**src/sv/per_task_deadline_watchdog_unit_defines.svh**
```systemverilog
// ---------------------------------------------------------------------------
// Assertion macros for the task deadline watchdog
// Shared implication checks, clocked on clk and quiet during reset.
// ---------------------------------------------------------------------------
`ifndef PER_TASK_DEADLINE_WATCHDOG_UNIT_DEFINES_SVH
`define PER_TASK_DEADLINE_WATCHDOG_UNIT_DEFINES_SVH

// same-cycle implication
`define PTDW_ASSERT_IMP(label, ante, cons) \
	label: assert property (@(posedge clk) disable iff (!arst_n) (ante) |-> (cons)) \
		else $error("watchdog assertion failed");

// next-cycle implication
`define PTDW_ASSERT_NXT(label, ante, cons) \
	label: assert property (@(posedge clk) disable iff (!arst_n) (ante) |=> (cons)) \
		else $error("watchdog assertion failed");

`endif

```
**src/sv/ptdw_pkg.sv**
```systemverilog
// ---------------------------------------------------------------------------
// ptdw_pkg
// Types and constants for the task deadline watchdog.
// ---------------------------------------------------------------------------
package ptdw_pkg;

	localparam int TIME_W = 32;
	localparam int CNT_W  = 16;
	localparam int IDX_W  = 2;

	// register indexes on the config port
	localparam logic [IDX_W-1:0] REG_DEADLINE_SLOT0 = 2'd0;
	localparam logic [IDX_W-1:0] REG_DEADLINE_SLOT1 = 2'd1;
	localparam logic [IDX_W-1:0] REG_POLL_PERIOD    = 2'd2;

	// reset values
	localparam logic [TIME_W-1:0] DEADLINE0_RST = 32'd2000;
	localparam logic [TIME_W-1:0] DEADLINE1_RST = 32'd4000;
	localparam logic [CNT_W-1:0]  POLL_RST      = 16'd500;

	// input word kinds
	localparam logic ACT_TICK    = 1'b0;
	localparam logic ACT_CHECKIN = 1'b1;

	// expired slot code when nothing expired
	localparam logic [1:0] SLOT_NONE = 2'd2;

	// result of one deadline check
	typedef struct packed {
		logic       hit;
		logic [1:0] slot;
	} chk_res_t;

endpackage

```
**src/sv/ptdw_check.sv**
```systemverilog
// ---------------------------------------------------------------------------
// ptdw_check
// Compares elapsed time per slot against its deadline; first expiry wins.
// ---------------------------------------------------------------------------
module ptdw_check
	import ptdw_pkg::*;
#(
	parameter int NUM_SLOTS = 2
) (
	input  logic [TIME_W-1:0]                 time_now,
	input  logic [NUM_SLOTS-1:0][TIME_W-1:0]  stamp,
	input  logic [NUM_SLOTS-1:0][TIME_W-1:0]  deadline,
	output chk_res_t                          res
);

	logic [NUM_SLOTS-1:0] late;

	// elapsed time wraps modulo 2^32
	always_comb begin
		for (int i = 0; i < NUM_SLOTS; i++) begin
			late[i] = (time_now - stamp[i]) > deadline[i];
		end
	end

	// lowest expired slot takes priority
	always_comb begin
		res.hit  = 1'b0;
		res.slot = SLOT_NONE;
		for (int i = NUM_SLOTS - 1; i >= 0; i--) begin
			if (late[i]) begin
				res.hit  = 1'b1;
				res.slot = 2'(i);
			end
		end
	end

endmodule

```
**src/sv/per_task_deadline_watchdog_unit.sv**
```systemverilog
// ---------------------------------------------------------------------------
// per_task_deadline_watchdog_unit
// Multi-slot task watchdog: time base, check-in stamps and periodic checks.
// ---------------------------------------------------------------------------
// Input channel (s_*): one word per event. tuser picks the kind: a tick
// advances the millisecond time and the poll countdown, a check-in stamps
// the slot in tdata with the current time.
// Output channel (m_*): exactly one result word per input word, in order:
// whether a check ran, the refresh pulse, the first expired slot (2 = none)
// and the sticky error flag.
// Config port: cfg_wr_en/cfg_index/cfg_wdata write the slot deadlines and
// the poll period; write only while no words are in flight. A new poll
// period applies at the next countdown reload.
// Each word passes the input register, then the result register fed by
// one compare per slot.
// Throughput: one word per cycle; the result register frees each cycle it
// is taken, and the input stage holds its word while the receiver stalls,
// so s_tready drops only when both stages are full.
// Reset: time, stamps and error flag clear, countdown loads 500, deadlines
// load 2000 and 4000; both stages empty.
// ---------------------------------------------------------------------------
`include "per_task_deadline_watchdog_unit_defines.svh"

module per_task_deadline_watchdog_unit
	import ptdw_pkg::*;
#(
	parameter int NUM_SLOTS = 2
) (
	input  logic              clk,
	input  logic              arst_n,
	// config write port
	input  logic              cfg_wr_en,
	input  logic [IDX_W-1:0]  cfg_index,
	input  logic [TIME_W-1:0] cfg_wdata,
	// input words
	input  logic              s_tvalid,
	output logic              s_tready,
	input  logic [7:0]        s_tdata,   // [0] slot, [7:1] zero
	input  logic [0:0]        s_tuser,   // [0] action
	// result words
	output logic              m_tvalid,
	input  logic              m_tready,
	output logic [7:0]        m_tdata    // [0] checked, [1] refresh,
	                                     // [3:2] expired_slot, [4] error_flag
);

	// config registers
	logic [TIME_W-1:0] deadline0_q, deadline1_q;
	logic [CNT_W-1:0]  poll_period_q;

	// watchdog state
	logic [TIME_W-1:0]                time_q;
	logic [NUM_SLOTS-1:0][TIME_W-1:0] stamp_q;
	logic [CNT_W-1:0]                 cnt_q;
	logic                             err_q;

	// pipeline
	logic valid_s1, action_s1, slot_s1;
	logic valid_s2, checked_s2, refresh_s2, err_s2;
	logic [1:0] expired_s2;

	logic advance, proc, tick, check_now;
	logic [TIME_W-1:0] time_nxt;
	logic [NUM_SLOTS-1:0][TIME_W-1:0] deadline;
	chk_res_t chk;

	// handshake
	assign advance  = !valid_s2 || m_tready;
	assign s_tready = !valid_s1 || advance;
	assign proc     = valid_s1 && advance;
	assign tick     = action_s1 == ACT_TICK;
	assign check_now = tick && (cnt_q <= 16'd1);
	assign time_nxt = time_q + 32'd1;

	// per-slot deadline select
	for (genvar g = 0; g < NUM_SLOTS; g++) begin : g_dl
		if (g == 0) begin : g_first
			assign deadline[g] = deadline0_q;
		end else begin : g_other
			assign deadline[g] = deadline1_q;
		end
	end

	ptdw_check #(.NUM_SLOTS(NUM_SLOTS)) u_check (
		.time_now (time_nxt),
		.stamp    (stamp_q),
		.deadline (deadline),
		.res      (chk)
	);

	// config writes
	always_ff @(posedge clk or negedge arst_n) begin
		if (!arst_n) begin
			deadline0_q   <= DEADLINE0_RST;
			deadline1_q   <= DEADLINE1_RST;
			poll_period_q <= POLL_RST;
		end else if (cfg_wr_en) begin
			case (cfg_index)
				REG_DEADLINE_SLOT0: deadline0_q   <= cfg_wdata;
				REG_DEADLINE_SLOT1: deadline1_q   <= cfg_wdata;
				REG_POLL_PERIOD:    poll_period_q <= cfg_wdata[CNT_W-1:0];
				default: ;
			endcase
		end
	end

	// input stage
	always_ff @(posedge clk or negedge arst_n) begin
		if (!arst_n) begin
			valid_s1 <= 1'b0;
		end else if (s_tready) begin
			valid_s1 <= s_tvalid;
		end
	end

	always_ff @(posedge clk) begin
		if (s_tready && s_tvalid) begin
			action_s1 <= s_tuser[0];
			slot_s1   <= s_tdata[0];
		end
	end

	// time, countdown and error state
	always_ff @(posedge clk or negedge arst_n) begin
		if (!arst_n) begin
			time_q <= '0;
			cnt_q  <= POLL_RST;
			err_q  <= 1'b0;
		end else if (proc && tick) begin
			time_q <= time_nxt;
			cnt_q  <= check_now ? poll_period_q : cnt_q - 16'd1;
			if (check_now && chk.hit) begin
				err_q <= 1'b1;
			end
		end
	end

	// check-in stamps
	always_ff @(posedge clk or negedge arst_n) begin
		if (!arst_n) begin
			stamp_q <= '0;
		end else if (proc && !tick) begin
			for (int i = 0; i < NUM_SLOTS; i++) begin
				if (slot_s1 == 1'(i)) begin
					stamp_q[i] <= time_q;
				end
			end
		end
	end

	// result stage
	always_ff @(posedge clk or negedge arst_n) begin
		if (!arst_n) begin
			valid_s2 <= 1'b0;
		end else if (advance) begin
			valid_s2 <= valid_s1;
		end
	end

	always_ff @(posedge clk) begin
		if (proc) begin
			checked_s2 <= check_now;
			refresh_s2 <= check_now && !chk.hit;
			expired_s2 <= (check_now && chk.hit) ? chk.slot : SLOT_NONE;
			err_s2     <= err_q || (check_now && chk.hit);
		end
	end

	assign m_tvalid = valid_s2;
	assign m_tdata  = {3'b000, err_s2, expired_s2, refresh_s2, checked_s2};

	// checks
	`PTDW_ASSERT_IMP(a_refresh_clean, valid_s2 && refresh_s2,
		checked_s2 && expired_s2 == SLOT_NONE)
	`PTDW_ASSERT_IMP(a_expiry_sets_err, valid_s2 && expired_s2 != SLOT_NONE,
		checked_s2 && err_s2)
	`PTDW_ASSERT_NXT(a_err_sticky, err_q, err_q)
	`PTDW_ASSERT_NXT(a_cnt_dec, proc && tick && cnt_q > 16'd1,
		cnt_q == $past(cnt_q) - 16'd1)

endmodule
```
**config.mk**
```make
export PLATFORM = sky130hd
export DESIGN_NAME = per_task_deadline_watchdog_unit
export DESIGN_NICKNAME = d
export VERILOG_FILES = /design/src/sv/ptdw_pkg.sv /design/src/sv/ptdw_check.sv /design/src/sv/per_task_deadline_watchdog_unit.sv
export VERILOG_INCLUDE_DIRS = /design/src /design/src/sv
export SDC_FILE = /design/constraint.sdc
export NUM_CORES = 1
export LEC_CHECK = 0
export BUFFER_PORTS_ARGS = -buffer_cell sky130_fd_sc_hd__buf_2
export CORE_ASPECT_RATIO = 1.5
export CORE_MARGIN = 2
export CORE_UTILIZATION = 30
export DETAILED_ROUTE_END_ITERATION = 10
export GPL_TIMING_DRIVEN = 1
export SETUP_SLACK_MARGIN = 0.4
export SLEW_MARGIN = 20
export SYNTH_ARGS = -nofsm -noshare
export SYNTH_HDL_FRONTEND = slang
export SYNTH_HIERARCHICAL = 1
export SYNTH_SLANG_ARGS = --single-unit
```
**constraint.sdc**
```tcl
create_clock -name clk -period 6 [get_ports clk]
set_input_delay 0.3 -clock clk [delete_from_list [all_inputs] [get_ports clk]]
set_output_delay 0.3 -clock clk [all_outputs]
set_load 0.02 [all_outputs]
```
==> flow_summary.ini <==
[clock_network]
cts.path.max_buffers = 3
htreeDepth = 1
clockRootBuffer = clkbuf_16
cts.clk_slew.worst_paths_ns = 0.07
cts_tree = yes
worstSkewPairLatency_ns = 0.52
clock-sinks = 202
cts_made_buffers = 21

[hold_path]
hold_depth = 2
hp-class = in2reg
min-delay-start = cfg_wdata[31]
hold_end = deadline0_q[31]$_DFFE_PN0P_

[detailed_routing]
drtAntennaViolNets = 0
wl_um = 34000
dr.pass1.iters = 7
routedWlPerCell_um = 16.8
viasPerCell = 4.97
vias = 10100
drc = 0
drtIter0Drc = 471

[logic_synthesis]
syn-cell-area_um2 = 13600
syn_inst = 1379
syn-mean-instance-area_um2 = 9.88
synthFlopType = dfrtp_1
ys_ff_latch = 202
ys_types = 80
seq_area_frac_synth_pct = 37.6
yosys-top-cells-area = dfrtp_1, ha_1, mux2_2
yosysTopAreaCell = dfrtp_1
async_flop_share_pct = 96.5
yosysMostFrequentCell = dfrtp_1
ys_warn_count = 6
yosys.area.top_type_share_pct = 31.4
synth_edf_count = 7
synth_common_cells = dfrtp_1, inv_1, mux2_2, ha_1, nand2_1

[timing]
layout_setup_ws_ns = 0.606
max_freq_mhz = 185
worst_pin_slew_ns = 1.10
timing.hold.ws_ns = 0.0307
setup-violations-final = 0
rsz0062_at_grt = no
relSlewSlack_pct = 26.8
min_period_over_period_pct = 89.9
slew_violations = 0
fin_worst_skew_ns = 0.0188
period_needed_ns = 5.39
finalHoldViolCount = 0
setup_tns_ns = 0

[floorplanning]
initial_core_util_pct = 30.4
core-area_um2 = 44800
die_h_um = 265
rows = 95
die-area_um2 = 47100
die_w_um = 178
ios = 58

[power]
p_sw_share_pct = 40.9
p_seq_share_pct = 23.5
powerDensity_nw_per_um2 = 481
p_leak_nw = 7.34
vdd_drop_max_uv = 234
total_power_mw = 7.48
p_clk_share_pct = 18.7
switchingPower_mw = 3.06
p_comb_share_pct = 57.8
p_int_mw = 4.42

[global_route]
antenna_found_initial = 1
overflow = 0
grt_pass1_vias = 10500
grt_pass1_wl_um = 54400
grt_max_degree = 107
grt_usage_pct = 14.5

[placed_design]
port_buffers = 47
gp_congestion = 0.883
dpl.hpwl_um = 25900
dpl_worst_slack_ns = 0.183

[setup_path]
r2r_slack_ns = 0.61
r2r_cells = 24
criticalPathCategory = reg2reg
critPathMaxFanout = 6
worst_setup_path_end_kind = flip-flop
worstPathRequired_ns = 6.28
cp.arrival_ns = 5.67
r2r-start = time_q[1]$_DFFE_PN0P_
start_kind = flip-flop
reg2reg_to = err_s2$_DFFE_PP_

[final_layout]
seqCellArea_um2 = 5130
multi_input_area_um2 = 7930
antenna_cells = 0
final_layout_size_suffix_gt1_share_pct = 23.9
nFillCells = 4469
syn2layout_area_growth_pct = 14.3
fin_nets = 1611

[job]
drv_cap = 0

[outcome]
status = completed
[cell usage in the layout (no fill, tap or decap), types with 8 or more instances in the layout]
cell / count
a21oi_1: 74
nand2_1: 78
clkbuf_16: 21
dfstp_2: 24
buf_4: 27
o21ai_0: 48
a21o_1: 44
ha_1: 121
nor2_1: 42
o21a_1: 14
and3_1: 15
mux2_2: 138
dfrtp_1: 161
xor2_1: 45
nand4_1: 37
dfrtp_2: 10
nor3_1: 28
xnor2_1: 67
inv_1: 148
nand3_1: 29
buf_2: 46
nor2b_1: 20
nand2b_1: 8
[worst max-delay path by stage]
stage               cells past startpoint                          end             startpoint
floorplan                              24  expired_s2[0]$_SDFFCE_PN0P_  time_q[1]$_DFFE_PN0P_
global placement                       24             err_s2$_DFFE_PP_  time_q[1]$_DFFE_PN0P_
detailed placement                     25             err_s2$_DFFE_PP_  time_q[1]$_DFFE_PN0P_
CTS                                    23             err_s2$_DFFE_PP_  time_q[2]$_DFFE_PN0P_
global route                           22             err_s2$_DFFE_PP_  time_q[5]$_DFFE_PN0P_
finish                                 24             err_s2$_DFFE_PP_  time_q[1]$_DFFE_PN0P_
[power by group through the flow]
stage	Sequential [mW]	Clock (mW)	Combinational, mW
2_1_floorplan	1.73	0	3.18
3_3_place_gp	1.76	0	4.12
3_5_place_dp	1.77	0	4.22
4_1_cts	1.75	1.44	4.26
5_1_grt	1.79	1.49	4.84
6_report	1.76	1.40	4.33
[state kept, by name (all words and copies together) (netlist names), 2 cells and up]
signal	count
deadline0_q	32
time_q	32
stamp_q	64
cnt_q	16
poll_period_q	16
expired_s2	2
deadline1_q	32
[layout make-up]
cell class,count,share of cell area (%)
clock buffers,28,3.61
clock inverters,9,0.948
inverters,148,3.57
multi-input cells,979,50.9
flip-flops and latches,202,33.0
well taps,582,4.68
repair buffers,80,3.32
[through the flow]
stage | util (%) | cell area, um2 | cells
3_5_place_dp | 32.3 | 14500 | 1973
6_report | 34.7 | 15600 | 2028
4_1_cts | 34.2 | 15300 | 2018
3_3_place_gp | 32.3 | 14500 | 1973
5_1_grt | 34.7 | 15600 | 2028
2_1_floorplan | - | 13600 | 1381
[logic make-up (layout without fill, tap and decap cells)]
| logic type | after synthesis | count (layout) | share of synthesized area (%) |
|---|---|---|---|
| multiplexers | 140 | 140 | 11.6 |
| other | 1 | 3 | 0.0275 |
| XOR/XNOR | 119 | 119 | 7.65 |
| AND/OR/NAND/NOR | 316 | 316 | 12.0 |
| buffers and inverters | 200 | 265 | 5.85 |
| AO/OA/AOI/OAI | 270 | 270 | 13.2 |
| adder cells (fa/ha/maj) | 131 | 131 | 12.1 |
| flip-flops | 202 | 202 | 37.6 |
[critical path, cell delays in order, from the launching register on]
cell and delay (ns):
dfrtp_2 0.43, ha_4 0.16, and3_4 0.23, nand2_1 0.12, buf_4 0.19, nor2_2 0.14
xor2_2 0.28, ha_4 0.28, a21oi_2 0.17, o21bai_1 0.10, a21oi_1 0.22, o22a_1 0.20
o31ai_2 0.14, a211o_4 0.43, o22ai_4 0.21, o22ai_1 0.13, xor2_1 0.18, ha_1 0.31
nand4_1 0.12, or2_2 0.35, or3_1 0.37, o21ai_1 0.11, nand2_1 0.10, nand2_1 0.10
nand2b_1 0.06
[layer usage]
layer	routed length [um]	part of all wire [%]	vias to the layer above	global-route usage, %
li1	-	-	4920	-
met1	13700	40	4918	16.2
met2	18300	54	177	27.6
met3	899	2.6	61	1.38
met4	1110	3.3	0	5.78
met5	0	0	-	0
[repair_timing]
action                     CTS  global route
setup buffers                3            10
hold endpoints to repair   103             0
pin swaps                    4            12
resized for setup            9            46
setup endpoints to repair    5             5
hold buffers                 5             0
Note: power is estimated with default switching activity, not from simulation.
